File: config.mk
export PLATFORM = sky130hd
export DESIGN_NAME = windowed_battery_gauge
export DESIGN_NICKNAME = d
export VERILOG_FILES = /design/src/sv/wbg_pkg.sv /design/src/sv/wbg_div.sv /design/src/sv/windowed_battery_gauge.sv
export VERILOG_INCLUDE_DIRS = /design/src /design/src/sv
export SDC_FILE = /design/constraint.sdc
export NUM_CORES = 2
export LEC_CHECK = 0
export BUFFER_PORTS_ARGS = -buffer_cell sky130_fd_sc_hd__buf_4
export CAP_MARGIN = 20
export CORE_UTILIZATION = 50
export CTS_BUF_LIST = sky130_fd_sc_hd__clkbuf_16
export DETAILED_ROUTE_END_ITERATION = 12
export PLACE_DENSITY = 0.67
export SLEW_MARGIN = 20
export SYNTH_ARGS = -nofsm -noshare
export SYNTH_HDL_FRONTEND = slang
export SYNTH_SLANG_ARGS = --single-unit
File: constraint.sdc
create_clock -name clk -period 5.3 [get_ports clk]
set_clock_uncertainty 0.15 [all_clocks]
set_input_delay 0.53 -clock clk [delete_from_list [all_inputs] [get_ports clk]]
set_output_delay 0.53 -clock clk [all_outputs]
set_load 0.05 [all_outputs]
File: src/sv/assert_macros.svh
// ----------------------------------------------------------------------------
// Assertion macros
// Shared concurrent assertion wrappers for the battery gauge RTL.
// ----------------------------------------------------------------------------
`ifndef ASSERT_MACROS_SVH
`define ASSERT_MACROS_SVH

`ifndef ASSERT_OFF

// Checked on every rising edge while reset is released.
`define WBG_ASSERT(lbl, clk, rst_n, prop, msg) \
    lbl: assert property (@(posedge clk) disable iff (!rst_n) prop) else $error(msg);

// Checked on every rising edge, reset included.
`define WBG_ASSERT_ALWAYS(lbl, clk, prop, msg) \
    lbl: assert property (@(posedge clk) prop) else $error(msg);

`else

`define WBG_ASSERT(lbl, clk, rst_n, prop, msg)
`define WBG_ASSERT_ALWAYS(lbl, clk, prop, msg)

`endif

`endif

File: src/sv/wbg_pkg.sv
// ----------------------------------------------------------------------------
// wbg_pkg
// Types, field widths and register indexes of the windowed battery gauge.
// ----------------------------------------------------------------------------
package wbg_pkg;

    // Default parameter values.
    localparam int COUNT_BITS_DEF = 16;
    localparam int ADC_BITS_DEF   = 12;

    // Fixed field widths.
    localparam int RAW_W   = 12;
    localparam int PCT_W   = 15;
    localparam int MV_W    = 16;
    localparam int TICK_W  = 32;
    localparam int REF_W   = 13;
    localparam int SCALE_W = 12;
    localparam int CFG_IDX_W  = 3;
    localparam int CFG_DATA_W = 32;

    // Fraction bits of the divider scale.
    localparam int Q8_SHIFT = 8;

    // One hundred percent in Q8.
    localparam logic [PCT_W-1:0] PCT_FULL = 15'd25600;

    // Register indexes.
    localparam logic [CFG_IDX_W-1:0] CFG_RAW_EMPTY = 3'd0;
    localparam logic [CFG_IDX_W-1:0] CFG_RAW_FULL  = 3'd1;
    localparam logic [CFG_IDX_W-1:0] CFG_REF_MV    = 3'd2;
    localparam logic [CFG_IDX_W-1:0] CFG_DIV_SCALE = 3'd3;
    localparam logic [CFG_IDX_W-1:0] CFG_V_CEILING = 3'd4;
    localparam logic [CFG_IDX_W-1:0] CFG_WINDOW    = 3'd5;
    localparam logic [CFG_IDX_W-1:0] CFG_CRITICAL  = 3'd6;

    // Register reset values.
    localparam logic [RAW_W-1:0]      RAW_EMPTY_RST = 12'd0;
    localparam logic [RAW_W-1:0]      RAW_FULL_RST  = 12'd4095;
    localparam logic [REF_W-1:0]      REF_MV_RST    = 13'd3300;
    localparam logic [SCALE_W-1:0]    DIV_SCALE_RST = 12'd512;
    localparam logic [MV_W-1:0]       V_CEILING_RST = 16'd16800;
    localparam logic [TICK_W-1:0]     WINDOW_RST    = 32'd1000;
    localparam logic [PCT_W-1:0]      CRITICAL_RST  = 15'd2560;

    typedef enum logic [3:0] {
        S_IDLE,
        S_AVG_GO,
        S_AVG_RUN,
        S_MUL_A,
        S_MUL_B,
        S_VOLT_GO,
        S_VOLT_RUN,
        S_PCT_GO,
        S_PCT_RUN,
        S_STORE,
        S_EMIT
    } state_t;

    typedef struct packed {
        logic busy;
        logic done;
    } div_status_t;

endpackage

File: src/sv/wbg_div.sv
// ----------------------------------------------------------------------------
// wbg_div
// Restoring divider, one quotient bit per cycle, shared by the sequencer.
// ----------------------------------------------------------------------------
module wbg_div #(
    parameter int DVD_W = 29,
    parameter int DVS_W = 16
) (
    input  logic                clk,
    input  logic                rst_n,
    input  logic                start,
    input  logic [DVD_W-1:0]    dividend,
    input  logic [DVS_W-1:0]    divisor,
    output wbg_pkg::div_status_t status,
    output logic [DVD_W-1:0]    quotient
);

    localparam int CNT_W = $clog2(DVD_W + 1);

    logic [DVS_W-1:0] rem_reg;
    logic [DVS_W-1:0] rem_next;
    logic [DVD_W-1:0] quo_reg;
    logic [DVD_W-1:0] quo_next;
    logic [DVS_W-1:0] dvs_reg;
    logic [CNT_W-1:0] cnt_reg;
    logic             done_reg;
    logic [DVS_W:0]   trial;
    logic             fits;

    // The dividend shifts out of the top of quo_reg while quotient bits
    // shift in at the bottom.
    always_comb
    begin
        trial = {rem_reg, quo_reg[DVD_W-1]};
        fits  = trial >= {1'b0, dvs_reg};
        if (fits)
        begin
            rem_next = DVS_W'(trial - {1'b0, dvs_reg});
        end
        else
        begin
            rem_next = trial[DVS_W-1:0];
        end
        quo_next = {quo_reg[DVD_W-2:0], fits};
    end

    always_ff @(posedge clk or negedge rst_n)
    begin
        if (!rst_n)
        begin
            cnt_reg  <= '0;
            done_reg <= 1'b0;
        end
        else
        begin
            done_reg <= 1'b0;
            if (start)
            begin
                cnt_reg <= CNT_W'(DVD_W);
            end
            else if (cnt_reg != '0)
            begin
                cnt_reg  <= cnt_reg - CNT_W'(1);
                done_reg <= (cnt_reg == CNT_W'(1));
            end
        end
    end

    always_ff @(posedge clk)
    begin
        if (start)
        begin
            quo_reg <= dividend;
            rem_reg <= '0;
            dvs_reg <= divisor;
        end
        else if (cnt_reg != '0)
        begin
            quo_reg <= quo_next;
            rem_reg <= rem_next;
        end
    end

    assign status.busy = (cnt_reg != '0);
    assign status.done = done_reg;
    assign quotient    = quo_reg;

endmodule

File: src/sv/windowed_battery_gauge.sv
// ----------------------------------------------------------------------------
// windowed_battery_gauge
// Windowed ADC average with charge percent and battery voltage conversion.
// ----------------------------------------------------------------------------
// An item that does not close a window goes to S_EMIT and then to the output
// register; in_stall stays high until S_IDLE, so the next word waits for it.
// An item that closes a window runs the average and percent divisions on the
// shared divider and folds the voltage by 2^ADC_BITS - 1; the percent division
// is skipped when the percent is zero, and out_stall holds the result word.
// Reset clears the sequencer, accumulator and stored results and returns the
// registers to their default values; products and output data are not reset.
`include "assert_macros.svh"

module windowed_battery_gauge #(
    parameter int COUNT_BITS = wbg_pkg::COUNT_BITS_DEF,
    parameter int ADC_BITS   = wbg_pkg::ADC_BITS_DEF
) (
    input  logic                              clk,
    input  logic                              rst_n,
    input  logic                              in_valid,
    output logic                              in_stall,
    input  logic                              sample_ok,
    input  logic [wbg_pkg::RAW_W-1:0]         sample_raw,
    input  logic [wbg_pkg::TICK_W-1:0]        tick_now,
    output logic                              out_valid,
    input  logic                              out_stall,
    output logic                              window_closed,
    output logic [wbg_pkg::RAW_W-1:0]         avg_raw,
    output logic [wbg_pkg::PCT_W-1:0]         percent_q8,
    output logic [wbg_pkg::MV_W-1:0]          voltage_mv,
    output logic                              level_valid,
    output logic                              critical,
    input  logic                              cfg_valid,
    output logic                              cfg_ready,
    input  logic [wbg_pkg::CFG_IDX_W-1:0]     cfg_index,
    input  logic [wbg_pkg::CFG_DATA_W-1:0]    cfg_wdata
);

    localparam int RAW_W    = wbg_pkg::RAW_W;
    localparam int PCT_W    = wbg_pkg::PCT_W;
    localparam int MV_W     = wbg_pkg::MV_W;
    localparam int SAMPLE_W = (ADC_BITS < RAW_W) ? ADC_BITS : RAW_W;
    localparam int SUM_W    = SAMPLE_W + COUNT_BITS;
    localparam int PROD1_W  = SAMPLE_W + wbg_pkg::REF_W;
    localparam int PROD2_W  = PROD1_W + wbg_pkg::SCALE_W;
    localparam int VDVD_W   = PROD2_W - wbg_pkg::Q8_SHIFT;
    localparam int PDVD_W   = RAW_W + PCT_W;
    localparam int DVD_W    = (SUM_W > PDVD_W) ? SUM_W : PDVD_W;
    localparam int DVS_W    = (COUNT_BITS > RAW_W) ? COUNT_BITS : RAW_W;
    localparam logic [VDVD_W-1:0] ADC_FULL = VDVD_W'((64'd1 << ADC_BITS) - 64'd1);

    // Configuration registers.
    logic [RAW_W-1:0]               raw_empty_reg;
    logic [RAW_W-1:0]               raw_full_reg;
    logic [wbg_pkg::REF_W-1:0]      ref_mv_reg;
    logic [wbg_pkg::SCALE_W-1:0]    div_scale_reg;
    logic [MV_W-1:0]                v_ceiling_reg;
    logic [wbg_pkg::TICK_W-1:0]     window_reg;
    logic [PCT_W-1:0]               critical_reg;

    wbg_pkg::state_t state_reg;
    wbg_pkg::state_t state_next;

    logic [SUM_W-1:0]               sum_reg;
    logic [COUNT_BITS-1:0]          count_reg;
    logic [wbg_pkg::TICK_W-1:0]     start_reg;
    logic [SAMPLE_W-1:0]            avg_reg;
    logic [PCT_W-1:0]               stored_pct_reg;
    logic [MV_W-1:0]                stored_volt_reg;
    logic                           stored_valid_reg;
    logic                           closed_reg;
    logic [PROD1_W-1:0]             prod1_reg;
    logic [PROD2_W-1:0]             prod2_reg;
    logic [PDVD_W-1:0]              pct_prod_reg;
    logic [VDVD_W-1:0]              volt_x_reg;
    logic [VDVD_W-1:0]              volt_q_reg;

    logic                           out_valid_reg;
    logic                           window_closed_reg;
    logic [RAW_W-1:0]               avg_raw_reg;
    logic [PCT_W-1:0]               percent_reg;
    logic [MV_W-1:0]                voltage_reg;
    logic                           level_valid_reg;
    logic                           crit_out_reg;

    logic                           in_fire;
    logic                           out_load;
    logic                           div_start;
    logic                           count_inc;
    logic                           expired;
    logic                           has_samples;
    logic [wbg_pkg::TICK_W-1:0]     win_len;
    logic [wbg_pkg::TICK_W-1:0]     elapsed;
    logic [RAW_W-1:0]               avg_ext;
    logic [RAW_W-1:0]               span;
    logic                           pct_zero;
    logic [VDVD_W-1:0]              volt_hi;
    logic [VDVD_W-1:0]              volt_lo;
    logic [VDVD_W-1:0]              volt_quo;
    logic                           volt_fold_done;
    logic [DVD_W-1:0]               div_dvd;
    logic [DVS_W-1:0]               div_dvs;
    logic [DVD_W-1:0]               div_quo;
    wbg_pkg::div_status_t           div_stat;

    // ------------------------------------------------------------------
    // Configuration port
    // ------------------------------------------------------------------
    assign cfg_ready = 1'b1;

    always_ff @(posedge clk or negedge rst_n)
    begin
        if (!rst_n)
        begin
            raw_empty_reg <= wbg_pkg::RAW_EMPTY_RST;
            raw_full_reg  <= wbg_pkg::RAW_FULL_RST;
            ref_mv_reg    <= wbg_pkg::REF_MV_RST;
            div_scale_reg <= wbg_pkg::DIV_SCALE_RST;
            v_ceiling_reg <= wbg_pkg::V_CEILING_RST;
            window_reg    <= wbg_pkg::WINDOW_RST;
            critical_reg  <= wbg_pkg::CRITICAL_RST;
        end
        else if (cfg_valid && cfg_ready)
        begin
            unique case (cfg_index)
                wbg_pkg::CFG_RAW_EMPTY: raw_empty_reg <= cfg_wdata[RAW_W-1:0];
                wbg_pkg::CFG_RAW_FULL:  raw_full_reg  <= cfg_wdata[RAW_W-1:0];
                wbg_pkg::CFG_REF_MV:    ref_mv_reg    <= cfg_wdata[wbg_pkg::REF_W-1:0];
                wbg_pkg::CFG_DIV_SCALE: div_scale_reg <= cfg_wdata[wbg_pkg::SCALE_W-1:0];
                wbg_pkg::CFG_V_CEILING: v_ceiling_reg <= cfg_wdata[MV_W-1:0];
                wbg_pkg::CFG_WINDOW:    window_reg    <= cfg_wdata[wbg_pkg::TICK_W-1:0];
                wbg_pkg::CFG_CRITICAL:  critical_reg  <= cfg_wdata[PCT_W-1:0];
                default: ;
            endcase
        end
    end

    // ------------------------------------------------------------------
    // Accumulate and window check
    // ------------------------------------------------------------------
    assign in_fire     = in_valid && !in_stall;
    assign count_inc   = sample_ok && !(&count_reg);
    assign has_samples = (count_reg != '0) || count_inc;
    assign win_len     = (window_reg == '0) ? wbg_pkg::TICK_W'(1) : window_reg;
    assign elapsed     = tick_now - start_reg;
    assign expired     = (elapsed >= win_len);

    assign avg_ext  = RAW_W'(avg_reg);
    assign span     = raw_full_reg - raw_empty_reg;
    assign pct_zero = (raw_full_reg <= raw_empty_reg) || (avg_ext <= raw_empty_reg);

    // Division by 2^ADC_BITS - 1: each step moves the part above ADC_BITS into
    // the quotient and adds it back to the low part, since 2^n equals one more
    // than the divisor. A remainder equal to the divisor adds one more.
    assign volt_hi        = volt_x_reg >> ADC_BITS;
    assign volt_lo        = volt_x_reg & ADC_FULL;
    assign volt_fold_done = (volt_hi == '0);
    assign volt_quo       = volt_q_reg + VDVD_W'(volt_x_reg == ADC_FULL);

    // ------------------------------------------------------------------
    // Sequencer
    // ------------------------------------------------------------------
    always_comb
    begin
        state_next = state_reg;
        unique case (state_reg)
            wbg_pkg::S_IDLE:
            begin
                if (in_fire)
                begin
                    state_next = (expired && has_samples) ? wbg_pkg::S_AVG_GO
                                                          : wbg_pkg::S_EMIT;
                end
            end
            wbg_pkg::S_AVG_GO:   state_next = wbg_pkg::S_AVG_RUN;
            wbg_pkg::S_AVG_RUN:
            begin
                if (div_stat.done)
                begin
                    state_next = wbg_pkg::S_MUL_A;
                end
            end
            wbg_pkg::S_MUL_A:    state_next = wbg_pkg::S_MUL_B;
            wbg_pkg::S_MUL_B:    state_next = wbg_pkg::S_VOLT_GO;
            wbg_pkg::S_VOLT_GO:  state_next = wbg_pkg::S_VOLT_RUN;
            wbg_pkg::S_VOLT_RUN:
            begin
                if (volt_fold_done)
                begin
                    state_next = wbg_pkg::S_PCT_GO;
                end
            end
            wbg_pkg::S_PCT_GO:
            begin
                state_next = pct_zero ? wbg_pkg::S_STORE : wbg_pkg::S_PCT_RUN;
            end
            wbg_pkg::S_PCT_RUN:
            begin
                if (div_stat.done)
                begin
                    state_next = wbg_pkg::S_STORE;
                end
            end
            wbg_pkg::S_STORE:    state_next = wbg_pkg::S_EMIT;
            wbg_pkg::S_EMIT:
            begin
                if (out_load)
                begin
                    state_next = wbg_pkg::S_IDLE;
                end
            end
            default:             state_next = wbg_pkg::S_IDLE;
        endcase
    end

    always_comb
    begin
        in_stall  = (state_reg != wbg_pkg::S_IDLE);
        out_load  = (state_reg == wbg_pkg::S_EMIT) && (!out_valid_reg || !out_stall);
        div_start = (state_reg == wbg_pkg::S_AVG_GO) ||
                    ((state_reg == wbg_pkg::S_PCT_GO) && !pct_zero);
    end

    always_ff @(posedge clk or negedge rst_n)
    begin
        if (!rst_n)
        begin
            state_reg <= wbg_pkg::S_IDLE;
        end
        else
        begin
            state_reg <= state_next;
        end
    end

    // ------------------------------------------------------------------
    // Shared divider operand select
    // ------------------------------------------------------------------
    always_comb
    begin
        case (state_reg)
            wbg_pkg::S_AVG_GO:
            begin
                div_dvd = DVD_W'(sum_reg);
                div_dvs = DVS_W'(count_reg);
            end
            default:
            begin
                div_dvd = DVD_W'(pct_prod_reg);
                div_dvs = DVS_W'(span);
            end
        endcase
    end

    wbg_div #(
        .DVD_W (DVD_W),
        .DVS_W (DVS_W)
    ) u_div (
        .clk      (clk),
        .rst_n    (rst_n),
        .start    (div_start),
        .dividend (div_dvd),
        .divisor  (div_dvs),
        .status   (div_stat),
        .quotient (div_quo)
    );

    // ------------------------------------------------------------------
    // Gauge state
    // ------------------------------------------------------------------
    always_ff @(posedge clk or negedge rst_n)
    begin
        if (!rst_n)
        begin
            sum_reg          <= '0;
            count_reg        <= '0;
            start_reg        <= '0;
            avg_reg          <= '0;
            stored_pct_reg   <= '0;
            stored_volt_reg  <= '0;
            stored_valid_reg <= 1'b0;
            closed_reg       <= 1'b0;
        end
        else
        begin
            unique case (state_reg)
                wbg_pkg::S_IDLE:
                begin
                    if (in_fire)
                    begin
                        closed_reg <= 1'b0;
                        if (count_inc)
                        begin
                            sum_reg   <= sum_reg + SUM_W'(sample_raw[SAMPLE_W-1:0]);
                            count_reg <= count_reg + COUNT_BITS'(1);
                        end
                        if (expired)
                        begin
                            start_reg <= tick_now;
                        end
                    end
                end
                wbg_pkg::S_AVG_RUN:
                begin
                    if (div_stat.done)
                    begin
                        avg_reg <= div_quo[SAMPLE_W-1:0];
                    end
                end
                wbg_pkg::S_VOLT_RUN:
                begin
                    if (volt_fold_done)
                    begin
                        if (volt_quo > VDVD_W'(v_ceiling_reg))
                        begin
                            stored_volt_reg <= v_ceiling_reg;
                        end
                        else
                        begin
                            stored_volt_reg <= volt_quo[MV_W-1:0];
                        end
                    end
                end
                wbg_pkg::S_STORE:
                begin
                    if (pct_zero)
                    begin
                        stored_pct_reg <= '0;
                    end
                    else if (div_quo > DVD_W'(wbg_pkg::PCT_FULL))
                    begin
                        stored_pct_reg <= wbg_pkg::PCT_FULL;
                    end
                    else
                    begin
                        stored_pct_reg <= div_quo[PCT_W-1:0];
                    end
                    stored_valid_reg <= 1'b1;
                    closed_reg       <= 1'b1;
                    sum_reg          <= '0;
                    count_reg        <= '0;
                end
                default: ;
            endcase
        end
    end

    // Products feeding the voltage and percent divisions.
    always_ff @(posedge clk)
    begin
        if (state_reg == wbg_pkg::S_MUL_A)
        begin
            prod1_reg    <= PROD1_W'(avg_reg) * PROD1_W'(ref_mv_reg);
            pct_prod_reg <= PDVD_W'(avg_ext - raw_empty_reg) * PDVD_W'(wbg_pkg::PCT_FULL);
        end
        if (state_reg == wbg_pkg::S_MUL_B)
        begin
            prod2_reg <= PROD2_W'(prod1_reg) * PROD2_W'(div_scale_reg);
        end
    end

    always_ff @(posedge clk)
    begin
        if (state_reg == wbg_pkg::S_VOLT_GO)
        begin
            volt_x_reg <= prod2_reg[PROD2_W-1:wbg_pkg::Q8_SHIFT];
            volt_q_reg <= '0;
        end
        else if ((state_reg == wbg_pkg::S_VOLT_RUN) && !volt_fold_done)
        begin
            volt_q_reg <= volt_q_reg + volt_hi;
            volt_x_reg <= volt_hi + volt_lo;
        end
    end

    // ------------------------------------------------------------------
    // Output register
    // ------------------------------------------------------------------
    always_ff @(posedge clk or negedge rst_n)
    begin
        if (!rst_n)
        begin
            out_valid_reg <= 1'b0;
        end
        else if (out_load)
        begin
            out_valid_reg <= 1'b1;
        end
        else if (!out_stall)
        begin
            out_valid_reg <= 1'b0;
        end
    end

    always_ff @(posedge clk)
    begin
        if (out_load)
        begin
            window_closed_reg <= closed_reg;
            avg_raw_reg       <= avg_ext;
            percent_reg       <= stored_pct_reg;
            voltage_reg       <= stored_volt_reg;
            level_valid_reg   <= stored_valid_reg;
            crit_out_reg      <= stored_valid_reg && (stored_pct_reg <= critical_reg);
        end
    end

    assign out_valid     = out_valid_reg;
    assign window_closed = window_closed_reg;
    assign avg_raw       = avg_raw_reg;
    assign percent_q8    = percent_reg;
    assign voltage_mv    = voltage_reg;
    assign level_valid   = level_valid_reg;
    assign critical      = crit_out_reg;

    // ------------------------------------------------------------------
    // Assertions
    // ------------------------------------------------------------------
    `WBG_ASSERT(a_pct_range, clk, rst_n, stored_pct_reg <= wbg_pkg::PCT_FULL, "percent above full scale")
    `WBG_ASSERT(a_div_free, clk, rst_n, div_start |-> !div_stat.busy, "divider started while busy")
    `WBG_ASSERT(a_idle_div, clk, rst_n, (state_reg == wbg_pkg::S_IDLE) |-> !div_stat.busy, "divider busy in idle")
    `WBG_ASSERT(a_store_clr, clk, rst_n, (state_reg == wbg_pkg::S_STORE) |=> (count_reg == '0), "count not cleared")
    `WBG_ASSERT(a_closed_lvl, clk, rst_n, (out_valid_reg && window_closed_reg) |-> level_valid_reg, "closed word without level")

endmodule

==> flow_metrics.py <==
metrics = {
    "logic_synthesis": {
        "yosys-top-cells-area": "fa_1 18%, edfxtp_1 14%, dfrtp_1 13%",
        "synth-edff-count": 190,
        "ys_async_sr_fraction_pct": 50.9,
        "synthFlopType": "dfrtp_1",
        "synth-warning-count": 0,
        "post_synthesis_cell_area_um2": 40600,
        "synth_top_area_cell": "fa_1",
        "net_count_of_the_mapped_netlist": 4965,
        "synth_seq_area_share_pct": 31.4,
        "yosys.cell_types.count": 77,
        "synthesis_stage_register_bit_count": 479,
        "netlist.area_leader.share_pct": 17.7,
        "number_of_standard_cells_after_synthesis": 4170,
        "synth_area_per_cell_um2": 9.73,
    },
    "die": {
        "pin_count": 134,
        "chipHeight_um": 287,
        "rows": 104,
        "core_region_area_um2": 80400,
        "design.die.area_um2": 82300,
        "die_w_um": 287,
        "initial_core_utilization_pct": 50.4,
    },
    "layout": {
        "final_layout_size_suffix_gt1_share_pct": 22.0,
        "mostFrequentLayoutCell": "inv_1",
        "most-common-layout-cells": "663 x inv_1, 480 x nand2_1, 478 x buf_4",
        "fillerInstances": 6643,
        "layout.core_utilization_pct": 61.3,
        "layout-area-overhead-vs-synth_pct": 21.4,
        "num-nets-final": 5443,
    },
    "status": {
        "status": "complete, but fails checks",
        "violations_in_the_final_reports": "design-rule violations, negative setup slack",
    },
    "timing": {
        "slew_headroom_pct": 17.3,
        "final_max_slew_viol_count": 0,
        "final_clock_period_utilization_by_the_worst_path_pct": 105,
        "finalCriticalPeriod_ns": 5.55,
        "final-setup-viol-count": 25,
        "maxClockFrequency_mhz": 180,
        "worst-slew-pin-transition_ns": 1.23,
        "rsz0062_at_grt": "true",
        "fin_ws_ns": -0.248,
        "hold_viol": 0,
    },
    "route": {
        "drt_iter0_markers": 1771,
        "post-route-drc-count": 2,
        "route.detailed.wl_per_inst_um": 17.6,
        "ant_nets": 0,
        "drt-vias-per-instance": 5.37,
        "dr.pass1.iters": 9,
        "vias_after_detailed_routing": 30900,
        "drt_wl_total_um": 102000,
    },
    "clock_network": {
        "cts_made_buffers": 55,
        "cts_root_cell": "clkbuf_16",
        "cts_tree": "done",
        "cts-root-to-sink-buffers": 3,
        "clock_sinks": 479,
        "clk-insertion-delay-late_ns": 0.62,
        "cts.reportedPaths.clkPinSlew_ns": 0.06,
        "cts_max_level": 2,
    },
    "critical_path": {
        "worst_setup_path_startpoint": "prod1_reg[7]",
        "cp.required_ns": 5.51,
        "ff2ff_setup_slack_ns": -0.25,
        "path_max_fanout": 8,
        "critical_path.reg2reg.startpoint": "prod1_reg[7]",
        "worst_setup_path_start_kind": "flip-flop",
        "cp_data_arrival_time_ns": 5.76,
        "timing_worst_setup_path_type": "flip-flop to flip-flop",
        "crit_path_end_kind": "flip-flop",
    },
    "hold_path": {
        "worst_hold_startpoint": "tick_now[18]",
        "timing.hold.worst.class": "input pin to flip-flop",
    },
    "global_route": {
        "global_route_wire_length_before_repair_um": 161000,
        "globalRoute.totalOverflow": 0,
        "grt_start_max_net_pins": 79,
        "grt_pass1_vias": 31100,
        "number_of_antenna_violations_at_the_first_check_in_global_routing": 3,
        "grt_util_all_layers_pct": 24.7,
    },
    "run": {
        "max_cap_viol_count": 0,
    },
    "placement": {
        "gpl.final_weighted_congestion": 0.909,
        "hpwlAfterDp_um": 78000,
        "io_buffer_count": 132,
    },
}
-- metrics by stage --
step | std cells | TNS, ns | area [um2] | hold WS [ns] | setup slack [ns]
2_1_floorplan | 4170 | -0.332 | 41200 | 0.0844 | -0.114
3_3_place_gp | 5538 | -28.90 | 45400 | 0.280 | -0.620
3_5_place_dp | 5538 | -31.93 | 45400 | 0.285 | -0.621
4_1_cts | 5731 | -3.03 | 48500 | 0.000612 | -0.255
5_1_grt | 5755 | -9.48 | 49300 | 0.0211 | -0.450
6_report | 5757 | -3.36 | 49300 | 0.0404 | -0.248
-- per-layer routing --
layer	vias up	part of all wire [%]	routed length, um	global-route usage (%)
met2	734	49	49700	42.1
met1	15300	43	43900	32.9
met5	-	0.012	12	0
met4	2	3.0	3020	7.42
li1	14700	-	-	-
met3	185	4.8	4860	2.94
-- worst max-delay path, cell delays in order (launching register included) --
cell	delay (ns)
edfxtp_1	0.52
buf_4	0.20
buf_4	0.14
nand2_1	0.08
fa_1	0.43
fa_1	0.48
fa_1	0.50
inv_1	0.06
fa_1	0.52
inv_1	0.05
fa_1	0.52
inv_1	0.04
ha_1	0.29
a21boi_2	0.17
o21ai_2	0.20
a211oi_2	0.12
buf_4	0.15
o31a_1	0.30
o21a_1	0.19
nor2_1	0.11
xnor2_1	0.07
-- logic make-up (layout without fill, tap and decap cells) --
| kind of cell | count (synthesis) | after routing | synth area share, % |
|---|---|---|---|
| AND/OR/NAND/NOR | 1217 | 1217 | 14.3 |
| buffers and inverters | 811 | 1336 | 7.57 |
| adder cells (fa/ha/maj) | 710 | 710 | 28.5 |
| AO/OA/AOI/OAI | 572 | 572 | 8.90 |
| flip-flops | 479 | 479 | 31.4 |
| XOR/XNOR | 196 | 196 | 4.23 |
| multiplexers | 184 | 184 | 5.04 |
| other | 1 | 3 | 0.00924 |
-- synthesized netlist by cell type, types with 4 or more instances --
library cell	instances
buf_2	6
o21ai_0	133
clkbuf_1	138
mux2_2	163
or2_2	8
dfstp_2	31
o41ai_1	8
xnor2_1	119
a221o_1	4
inv_1	661
dfxtp_1	45
or3_1	20
a31oi_1	9
o21a_1	27
mux2i_1	21
o21ai_1	22
nor4_1	26
nand4_1	39
buf_1	4
o31ai_1	15
o21bai_1	17
a211oi_1	30
and2_1	169
xor2_1	77
a41o_1	4
a21boi_0	7
fa_1	358
edfxtp_1	190
nor2_1	201
nand2b_1	26
a22o_1	22
and4_1	10
o211ai_1	4
and3_1	31
nor3_1	62
ha_1	352
nand3_1	69
dfrtp_1	213
o2111ai_1	6
nor2b_1	32
a21oi_1	161
nand2_1	502
a2111oi_0	5
a21o_1	69
-- cell type report --
class | count | area [um2] | share of cell area [%]
Clock buffer | 58 | 1450 | 2.95
Antenna cell | 2 | 5.00 | 0.0102
Timing Repair Buffer | 571 | 4830 | 9.80
Clock inverter | 46 | 353 | 0.716
Tap cell | 1060 | 1330 | 2.69
Sequential cell | 479 | 12800 | 25.9
Inverter | 661 | 2480 | 5.04
Multi-Input combinational cell | 2880 | 26100 | 52.9
-- path summary, 6_finish.rpt --
path,depth (start not counted),endpoint
min in group asynchronous,2,start_reg[5]
hold reg to reg,0,voltage_mv[12]
max in group asynchronous,3,sum_reg[21]
setup reg to reg,20,prod2_reg[23]
setup / recovery,20,prod2_reg[23]
hold / removal,2,start_reg[18]
-- what timing repair did --
item | in CTS | in global routing
hold endpoints to repair | 111 | 0
setup endpoints to repair | 77 | 84
hold buffers | 49 | 0
pin swaps | 44 | 57
gates cloned | 2 | 2
buffers inserted | 38 | 21
gates resized for setup | 95 | 116
Power is left out: the tool's default activity adds up to more than one toggle a clock period on the data nets, which glitch-free logic cannot reach.
